## config.mk

```make
export PLATFORM = sky130hd
export DESIGN_NAME = mt_mul_unit
export DESIGN_NICKNAME = d
export VERILOG_FILES = /design/src/hw/rtl/mt_pkg.sv /design/src/hw/rtl/mt_mul_unit.sv
export SDC_FILE = /design/constraint.sdc
export NUM_CORES = 1
export LEC_CHECK = 0
export BUFFER_PORTS_ARGS = -buffer_cell sky130_fd_sc_hd__buf_2
export CORE_UTILIZATION = 50
export DETAILED_ROUTE_END_ITERATION = 7
export GPL_ROUTABILITY_DRIVEN = 0
export PLACE_DENSITY = 0.78
export REMOVE_ABC_BUFFERS = 1
export SYNTH_ARGS = -nofsm -noshare
export SYNTH_HDL_FRONTEND = slang
export SYNTH_SLANG_ARGS = --single-unit
```

## constraint.sdc

```tcl
create_clock -name clk -period 11.2 [get_ports clk]
set_input_delay 1.68 -clock clk [delete_from_list [all_inputs] [get_ports clk]]
set_output_delay 1.68 -clock clk [all_outputs]
set_load 0.05 [all_outputs]
```

## src/hw/rtl/mt_pkg.sv

```systemverilog
// Package for the MT19937 generator: constants, shared types and functions.
// Used by the state RAM, the multiplier unit and the top level.
package mt_pkg;

	localparam int MT_N    = 624;
	localparam int MT_M    = 397;
	localparam int MT_AW   = 10;

	localparam logic [31:0] SEED_BASE  = 32'd19650218;
	localparam logic [31:0] MUL_INIT_C = 32'd1812433253;
	localparam logic [31:0] MUL_KEY_C  = 32'd1664525;
	localparam logic [31:0] MUL_MIX_C  = 32'd1566083941;
	localparam logic [31:0] MATRIX_A   = 32'h9908b0df;
	localparam logic [31:0] TEMPER_B   = 32'h9d2c5680;
	localparam logic [31:0] TEMPER_C   = 32'hefc60000;
	localparam logic [31:0] UPPER_MASK = 32'h80000000;

	localparam logic [MT_AW-1:0] LAST_IDX  = MT_AW'(MT_N - 1);
	localparam logic [MT_AW-1:0] FULL_IDX  = MT_AW'(MT_N);
	localparam logic [MT_AW-1:0] WRAP_M    = MT_AW'(MT_N - MT_M);
	localparam logic [MT_AW-1:0] OFFSET_M  = MT_AW'(MT_M);

	localparam logic [1:0] MODE_SEED  = 2'd0;
	localparam logic [1:0] MODE_RAW   = 2'd1;
	localparam logic [1:0] MODE_FRAC  = 2'd2;
	localparam logic [1:0] MODE_BOUND = 2'd3;

	typedef enum logic [1:0] {
		PH_INIT,
		PH_KEY,
		PH_MIX
	} seed_phase_t;

	typedef struct packed {
		logic             we;
		logic [MT_AW-1:0] waddr;
		logic [31:0]      wdata;
		logic [MT_AW-1:0] raddr_a;
		logic [MT_AW-1:0] raddr_b;
	} ram_req_t;

	function automatic logic [31:0] temper(input logic [31:0] w);
		logic [31:0] y;
		y = w;
		y = y ^ (y >> 11);
		y = y ^ ((y << 7) & TEMPER_B);
		y = y ^ ((y << 15) & TEMPER_C);
		y = y ^ (y >> 18);
		return y;
	endfunction

	// 32 minus the bit length of the bound
	function automatic logic [4:0] bound_shift(input logic [30:0] b);
		logic [4:0] sh;
		sh = 5'd0;
		for (int j = 0; j < 31; j++) begin
			if (b[j])
				sh = 5'(31 - j);
		end
		return sh;
	endfunction

endpackage

```

## src/hw/rtl/mt_mul_unit.sv

```systemverilog
// Shared registered 32x32 multiplier (low word) for the seeding passes.
// Depends on mt_pkg for the phase type and constants.
module mt_mul_unit (
	input  logic               clk,
	input  mt_pkg::seed_phase_t phase,
	input  logic [31:0]        operand,
	output logic [31:0]        product
);
	import mt_pkg::*;

	logic [31:0] coef;
	logic [63:0] full;
	logic [31:0] prod_q;

	always_comb begin
		unique case (phase)
			PH_INIT: coef = MUL_INIT_C;
			PH_KEY:  coef = MUL_KEY_C;
			PH_MIX:  coef = MUL_MIX_C;
			default: coef = MUL_INIT_C;
		endcase
	end

	assign full = {32'd0, operand} * {32'd0, coef};

	always_ff @(posedge clk) begin
		prod_q <= full[31:0];
	end

	assign product = prod_q;
endmodule

```

==> results.sh, run 1 <==
export IMPL_status="finished clean"
export IMPL_synth_seq_cells=32
export IMPL_hold_viol_final=0
export IMPL_cts_tree="built"
export IMPL_wl_per_cell_microns=18.49
export IMPL_placed_area_sq_mm=0.01341
export IMPL_synth_edff_count=0
export IMPL_yosysUniqueCellTypes=53
export IMPL_syn_area_sq_mm=0.01274
export IMPL_ys_warn_count=0
export IMPL_cp_required_ns=11.43
export IMPL_cp_max_fo=30
export IMPL_initial_core_util_pct=50.73
export IMPL_grt_usage_pct=25.54
export IMPL_dp_hpwl_microns=27870
export IMPL_die_area_sq_mm=0.02612
export IMPL_fin_crit_sh_pct=80.70
export IMPL_fmax_mhz=110.6
export IMPL_yosysSeqAreaShare_pct=5.029
export IMPL_crit_type="in2reg"
export IMPL_drv_slew=0
export IMPL_min_delay_start="operand[0]"
export IMPL_avgViaCountPerCell=5.134
export IMPL_min_to="product[0]"
export IMPL_root_buffer="clkbuf_16"
export IMPL_design_area_sq_mm=0.01358
export IMPL_nFillCells=2252
export IMPL_drtIter0Drc=553
export IMPL_period_needed_ns=9.039
export IMPL_clkTransAtPathRegs_ns=0.06
export IMPL_n_antenna_cell=0
export IMPL_drc=0
export IMPL_post_cts_buffers=0
export IMPL_design_core_area_sq_mm=0.02511
export IMPL_grt_overflow=0
export IMPL_rsz0062_at_grt="false"
export IMPL_fin_nets=1863
export IMPL_cts_hold_fix_buffers=0
export IMPL_grt_pass1_wl_microns=50500
export IMPL_async_reset_ff_share_pct=0
export IMPL_max_slew_worst_pin_slew_ns=1.259
export IMPL_clockBufferDepth=2
export IMPL_tns_ns=0
export IMPL_drive_gt1_share_pct=7.330
export IMPL_antenna_found_initial=0
export IMPL_min_path_type="in2reg"
export IMPL_syn_to_final_growth_pct=6.571
export IMPL_ant_nets=0
export IMPL_die_x_microns=161.6
export IMPL_relSlewSlack_pct=16.08
export IMPL_grt_pass1_vias=9553
export IMPL_synth_ff_type="dfxtp_1"
export IMPL_crit_path_end_kind="flop"
export IMPL_postSynthAreaPerCell_sq_um=9.929
export IMPL_crit_arrival_ns=9.27
export IMPL_grt_max_degree=34
export IMPL_vias=8558
export IMPL_cts_repair_resized=0
export IMPL_setup_violations=0
export IMPL_holdPathStages=1
export IMPL_cts_sinks=32
export IMPL_whs_ns=1.691
export IMPL_die_h_microns=161.6
export IMPL_rows=58
export IMPL_finish_utilization_pct=54.07
export IMPL_numCtsBuffers=5
export IMPL_cp_start_kind="input port"
export IMPL_ios=67
export IMPL_finalWirelength_microns=30830
export IMPL_drt_first_pass_iters=5
export IMPL_largest_register_ffs=32
export IMPL_port_buffers=66
export IMPL_netlist_instances=1283
export IMPL_htreeDepth=2
export IMPL_maxCapViolCount=0
[placed cells by master, fill, tap and decap left out, types with 3 or more instances in the layout]
cell type,count
a21o_1,9
a21oi_1,23
a31o_2,3
and2_1,36
buf_2,66
clkbuf_16,5
dfxtp_1,32
fa_1,276
ha_1,216
inv_1,371
nand2_1,39
nand2b_1,21
nand3_1,5
nor2_1,46
nor2b_1,31
nor3_1,9
o21ai_0,9
o21bai_1,4
or2_2,4
xnor2_1,73
xor2_1,18
[stage by stage]
stage                     setup WS [ns]  instances
after floorplan                   2.837       1261
after global placement            2.123       1659
after detailed placement          1.927       1659
after CTS                         2.175       1667
after global routing              1.703       1667
final                             2.161       1667
[worst max-delay path, stage by stage]
cell	delay, ns
buf_2	0.11
inv_1	0.07
ha_1	0.99
nand2_1	0.29
nor2_1	0.29
a21oi_1	0.12
ha_1	0.21
or2_2	0.32
fa_1	0.55
inv_1	0.05
fa_1	0.48
inv_1	0.05
ha_1	0.20
fa_1	0.48
fa_1	0.51
fa_1	0.54
fa_1	0.44
ha_1	0.35
a21oi_1	0.19
o21bai_1	0.14
a2111oi_4	0.38
a2bb2oi_2	0.23
a21oi_2	0.10
or4_1	0.40
nand3_1	0.09
[layer usage]
metal | vias to the layer above | global-route usage [%] | wire length (microns)
met4 | 0 | 5.789 | 662
met2 | 315 | 44.22 | 15380
li1 | 3918 | - | -
met1 | 4267 | 32.97 | 12590
met3 | 58 | 5.033 | 2199
met5 | - | 0 | 0
[synthesized netlist by cell type (5+ instances only)]
cell type / number / area (sq um)
a21o_1: 9 / 67.56
and2_1: 36 / 225.2
nor2b_1: 31 / 193.9
fa_1: 276 / 5525
xnor2_1: 73 / 639.4
a21oi_1: 23 / 115.1
inv_1: 371 / 1393
nand3_1: 5 / 25.02
xor2_1: 18 / 157.7
dfxtp_1: 32 / 640.6
nor3_1: 9 / 45.04
nand2_1: 39 / 146.4
nand2b_1: 21 / 131.4
nor2_1: 46 / 172.7
ha_1: 216 / 2703
o21ai_0: 9 / 45.04
clkbuf_1: 18 / 67.56
[cell type report]
type                       instances  area, sq um  area share (%)
multi-input combinational        856        10610           78.15
inverter                         373         1400           10.31
clock buffer                       5        125.1          0.9217
tap                              330        412.9           3.041
sequential                        32        640.6           4.719
timing repair buffer              68        345.3           2.544
clock inverter                     3        42.54          0.3134
[worst max path at each step]
stage              from     endpoint  slack, ns
5_1_grt        phase[1]  product[30]       1.70
4_1_cts        phase[1]  product[30]       2.17
3_5_place_dp   phase[1]  product[30]       1.93
2_1_floorplan  phase[0]  product[30]       2.84
6_report       phase[1]  product[30]       2.16
3_3_place_gp   phase[1]  product[30]       2.12
[cell families after synthesis]
group	after synthesis	synth area share, %
DFF	32	5.029
adders and majority gates	492	64.59
and+or+nand+nor	204	8.388
muxes	1	0.07858
xor gates and xnor gates	92	6.434
AOI/OAI and AO/OA	67	3.792
buffers and inverters	395	11.69
Power of run 1 is not shown: default switching activity piles up to over one toggle a cycle in this logic, so the estimate is an artifact.
==> run 2, diff against run 1 <==
--- a/config.mk
+++ b/config.mk
@@ -9,7 +9,7 @@
 export CORE_UTILIZATION = 50
 export DETAILED_ROUTE_END_ITERATION = 7
 export GPL_ROUTABILITY_DRIVEN = 0
-export PLACE_DENSITY = 0.78
+export PLACE_DENSITY = 0.81
 export REMOVE_ABC_BUFFERS = 1
 export SYNTH_ARGS = -nofsm -noshare
 export SYNTH_HDL_FRONTEND = slang
==> constraint.sdc (replaced) <==
create_clock -name clk -period 8.2 [get_ports clk]
set_input_delay 1.23 -clock clk [delete_from_list [all_inputs] [get_ports clk]]
set_output_delay 1.23 -clock clk [all_outputs]
set_load 0.05 [all_outputs]
==> run 2 against run 1 <==
Net effect: flip-flop and latch count unchanged; first-iteration DRC count shrank 5.6%; worst setup slack lost 1.8 ns; hold slack got worse by 0.46 ns; utilization increased by 0.72 points.
==> results.sh, run 2 (synthesis results as in run 1) <==
export IMPL_numCtsBuffers=5
export IMPL_grt_pass1_vias=9879
export IMPL_die_area_sq_mm=0.02612
export IMPL_wl_met1_microns=12690
export IMPL_grt_usage_pct=25.81
export IMPL_die_x_microns=161.6
export IMPL_drc=0
export IMPL_relSlewSlack_pct=52.51
export IMPL_placed_area_sq_mm=0.01361
export IMPL_ant_nets=0
export IMPL_largest_register_ffs=32
export IMPL_drtIter0Drc=522
export IMPL_ios=67
export IMPL_n_antenna_cell=0
export IMPL_setup_violations=0
export IMPL_htreeDepth=2
export IMPL_min_delay_start="operand[0]"
export IMPL_grt_overflow=0
export IMPL_cts_sinks=32
export IMPL_design_area_sq_mm=0.01376
export IMPL_drv_slew=0
export IMPL_rows=58
export IMPL_layout_common_cells="371 x inv_1, 276 x fa_1, 215 x ha_1"
export IMPL_drive_gt1_share_pct=8.897
export IMPL_drt_first_pass_iters=5
export IMPL_crit_arrival_ns=8.03
export IMPL_fmax_mhz=128.2
export IMPL_cts_hold_fix_buffers=0
export IMPL_pre_cts_ws_ns=-0.04612
export IMPL_top_layer_used="met4"
export IMPL_period_needed_ns=7.802
export IMPL_port_buffers=66
export IMPL_post_cts_buffers=0
export IMPL_initial_core_util_pct=50.73
export IMPL_fin_ws_ns=0.3978
export IMPL_crit_path_end_kind="flop"
export IMPL_finalWirelength_microns=31190
export IMPL_max_slew_worst_pin_slew_ns=0.7047
export IMPL_clockBufferDepth=2
export IMPL_wl_per_cell_microns=18.46
export IMPL_design_core_area_sq_mm=0.02511
export IMPL_die_h_microns=161.6
export IMPL_maxCapViolCount=0
export IMPL_dr_wl_met3_microns=2419
export IMPL_cts_tree="built"
export IMPL_min_path_type="in2reg"
export IMPL_grt_pass1_wl_microns=50980
export IMPL_cp_start_kind="input port"
export IMPL_avgViaCountPerCell=5.146
export IMPL_hold_viol_final=0
export IMPL_cp_required_ns=8.43
export IMPL_root_buffer="clkbuf_16"
export IMPL_antenna_found_initial=0
export IMPL_fin_crit_sh_pct=95.15
export IMPL_cp_max_fo=10
export IMPL_final_common_cell="inv_1"
export IMPL_clkTransAtPathRegs_ns=0.06
export IMPL_fin_nets=1886
export IMPL_finish_utilization_pct=54.79
export IMPL_cts_repair_resized=0
export IMPL_crit_type="in2reg"
export IMPL_dp_hpwl_microns=28750
export IMPL_grt_max_degree=22
export IMPL_syn_to_final_growth_pct=7.995
export IMPL_startpoint="phase[0]"
export IMPL_nFillCells=2156
export IMPL_tns_ns=0
export IMPL_status="finished clean"
export IMPL_vias=8696
export IMPL_rsz0062_at_grt="false"
export IMPL_wl_met2_microns=15140
run 2: final cells by class:
class                   count  area [sq um]  area share [%]
multi-input cells         856         10610           77.15
well taps                 330         412.9           3.001
repair buffers             91         543.0           3.947
inverters                 373          1400           10.18
flip-flops and latches     32         640.6           4.657
clock buffers               8         146.4           1.064
run 2: through the flow:
stage	std cells	hold WS (ns)
2_1_floorplan	1261	1.258
3_3_place_gp	1682	1.519
3_5_place_dp	1682	1.517
4_1_cts	1690	1.221
5_1_grt	1690	1.228
6_report	1690	1.232
run 2: layer usage:
metal / vias to the layer above / global-route usage, %
li1: 3962 / -
met1: 4338 / 33.58
met2: 326 / 43.32
met3: 70 / 5.598
met4: 0 / 7.290
met5: - / 0
run 2: path summary, 6_finish.rpt:
| check | slack [ns] | depth (start not counted) | endpoint |
|---|---|---|---|
| max | 0.40 | 23 | product[30] |
| min | 1.23 | 1 | product[0] |
run 2: critical path: stages:
cell	delay [ns]
buf_2	0.10
inv_1	0.06
ha_1	0.46
nor2_1	0.42
ha_1	0.28
fa_1	0.46
fa_1	0.52
inv_1	0.05
fa_1	0.49
inv_1	0.06
fa_1	0.49
fa_1	0.57
fa_1	0.45
fa_1	0.45
ha_1	0.23
a21o_1	0.20
a21oi_1	0.16
o21bai_1	0.13
a2111oi_4	0.38
a2bb2oi_2	0.23
a21oi_2	0.10
or4_1	0.42
nand3_1	0.10
Power of run 2 is left out for the same reason.
==> run 3, diff against run 2 <==
==> config.mk (replaced) <==
export PLATFORM = sky130hd
export DESIGN_NAME = mt_mul_unit
export DESIGN_NICKNAME = d
export VERILOG_FILES = /design/src/hw/rtl/mt_pkg.sv /design/src/hw/rtl/mt_mul_unit.sv
export SDC_FILE = /design/constraint.sdc
export NUM_CORES = 1
export LEC_CHECK = 0
export CORE_UTILIZATION = 50
export DETAILED_ROUTE_END_ITERATION = 7
export DONT_BUFFER_PORTS = 1
export PLACE_DENSITY = 0.79
export REMOVE_ABC_BUFFERS = 1
export SKIP_CTS_REPAIR_TIMING = 1
export SYNTH_ARGS = -nofsm -noshare
export SYNTH_HDL_FRONTEND = slang
export SYNTH_SLANG_ARGS = --single-unit
==> run 3 against run 2 <==
Net effect: flip-flop and latch count unchanged; non-clock buffer count down 70; die area unchanged; worst setup slack worse by 0.021 ns; sequential share of layout area up 0.12 points; clock-buffer cell count down 3; first-iteration DRC count down 2.3%; wire length up 1.4%; cell count down 4.1%; fmax down 0.27%; global-route usage up 0.61 points; design area down 2.6%; critical endpoint unchanged; highest routed layer unchanged.
==> results.sh, run 3 (synthesis results as in run 1) <==
export IMPL_drtIter0Drc=510
export IMPL_nFillCells=2225
export IMPL_hold_viol_final=0
export IMPL_ant_nets=0
export IMPL_vias=8333
export IMPL_final_cells=1620
export IMPL_final_common_cell="inv_1"
export IMPL_rsz0062_at_grt="false"
export IMPL_die_x_microns=161.6
export IMPL_wl_per_cell_microns=19.52
export IMPL_maxCapViolCount=0
export IMPL_crit_type="in2reg"
export IMPL_cts_tree="built"
export IMPL_crit_arrival_ns=8.06
export IMPL_port_buffers=0
export IMPL_avgViaCountPerCell=5.144
export IMPL_setup_violations=0
export IMPL_min_path_type="in2reg"
export IMPL_cts_sinks=32
export IMPL_fin_crit_sh_pct=95.40
export IMPL_dpl_cell_count=1612
export IMPL_crit_path_end_kind="flop"
export IMPL_period_needed_ns=7.823
export IMPL_fin_ws_ns=0.3770
export IMPL_antenna_found_initial=0
export IMPL_drv_slew=0
export IMPL_cp_max_fo=15
export IMPL_clkTransAtPathRegs_ns=0.06
export IMPL_rows=58
export IMPL_initial_core_util_pct=50.73
export IMPL_clockBufferDepth=2
export IMPL_holdPathStages=0
export IMPL_grt_overflow=0
export IMPL_die_area_sq_mm=0.02612
export IMPL_grt_max_degree=42
export IMPL_syn_to_final_growth_pct=5.196
export IMPL_grt_pass1_vias=9468
export IMPL_tns_ns=0
export IMPL_drive_gt1_share_pct=3.953
export IMPL_die_h_microns=161.6
export IMPL_numCtsBuffers=5
export IMPL_fmax_mhz=127.8
export IMPL_status="finished clean"
export IMPL_dp_hpwl_microns=28620
export IMPL_root_buffer="clkbuf_16"
export IMPL_relSlewSlack_pct=43.52
export IMPL_cp_required_ns=8.43
export IMPL_grt_pass1_wl_microns=51930
export IMPL_layout_common_cells="371 x inv_1, 276 x fa_1, 216 x ha_1"
export IMPL_finalWirelength_microns=31630
export IMPL_ios=67
export IMPL_drt_first_pass_iters=4
export IMPL_max_slew_worst_pin_slew_ns=0.8473
export IMPL_whs_ns=0.9608
export IMPL_design_core_area_sq_mm=0.02511
export IMPL_largest_register_ffs=32
export IMPL_cp_start_kind="input port"
export IMPL_drc=0
export IMPL_htreeDepth=2
export IMPL_pre_cts_ws_ns=0.1163
export IMPL_n_antenna_cell=0
export IMPL_fin_nets=1816
export IMPL_grt_usage_pct=26.41
export IMPL_gp_congestion=0.9623
[run 3: cell count changes in the layout (fill, tap and decap cells not counted), sizes merged]
cell      previous run  this run
buf                 91        21
bufinv               0         1
clkbuf               8         5
clkinv               1         2
clkinvlp             0         1
[run 3: worst max-delay path, stage by stage]
cell and delay, ns:
inv_1 0.06, ha_1 0.45, buf_4 0.24, buf_4 0.20
nand2_1 0.15, inv_1 0.11, ha_1 0.24, fa_1 0.49
inv_1 0.07, fa_1 0.60, inv_1 0.08, fa_1 0.49
fa_1 0.60, fa_1 0.44, fa_1 0.51, fa_1 0.43
ha_1 0.36, o21ai_0 0.30, or2_2 0.18, a2bb2oi_2 0.20
a21oi_2 0.10, or4_1 0.41, nand3_1 0.09
[run 3: path summary, 6_finish.rpt]
check     endpoint  slack, ns       start
min     product[1]       0.96  operand[1]
max    product[30]       0.38    phase[1]
[run 3: area by class of cell]
type | count | area, sq um | share of cell area [%]
clock inverter | 3 | 42.54 | 0.3175
tap | 330 | 412.9 | 3.081
sequential | 32 | 640.6 | 4.781
timing repair buffer | 21 | 170.2 | 1.270
inverter | 373 | 1400 | 10.45
clock buffer | 5 | 125.1 | 0.9337
multi-input combinational | 856 | 10610 | 79.17
[run 3: through the flow]
| stage | util [%] | cell area (sq um) |
|---|---|---|
| after global routing | 53.37 | 13400 |
| after detailed placement | 52.70 | 13230 |
| after global placement | 52.70 | 13230 |
| after CTS | 53.37 | 13400 |
| after floorplan | - | 12650 |
| final | 53.37 | 13400 |
[run 3: routing by layer]
metal	track usage [%]	wire, microns	vias to the layer above
met5	0	0	-
met4	5.017	638	0
met3	6.523	2623	45
met2	43.57	15210	265
met1	35.43	13160	4196
li1	-	-	3827
Power of run 3 is left out for the same reason.
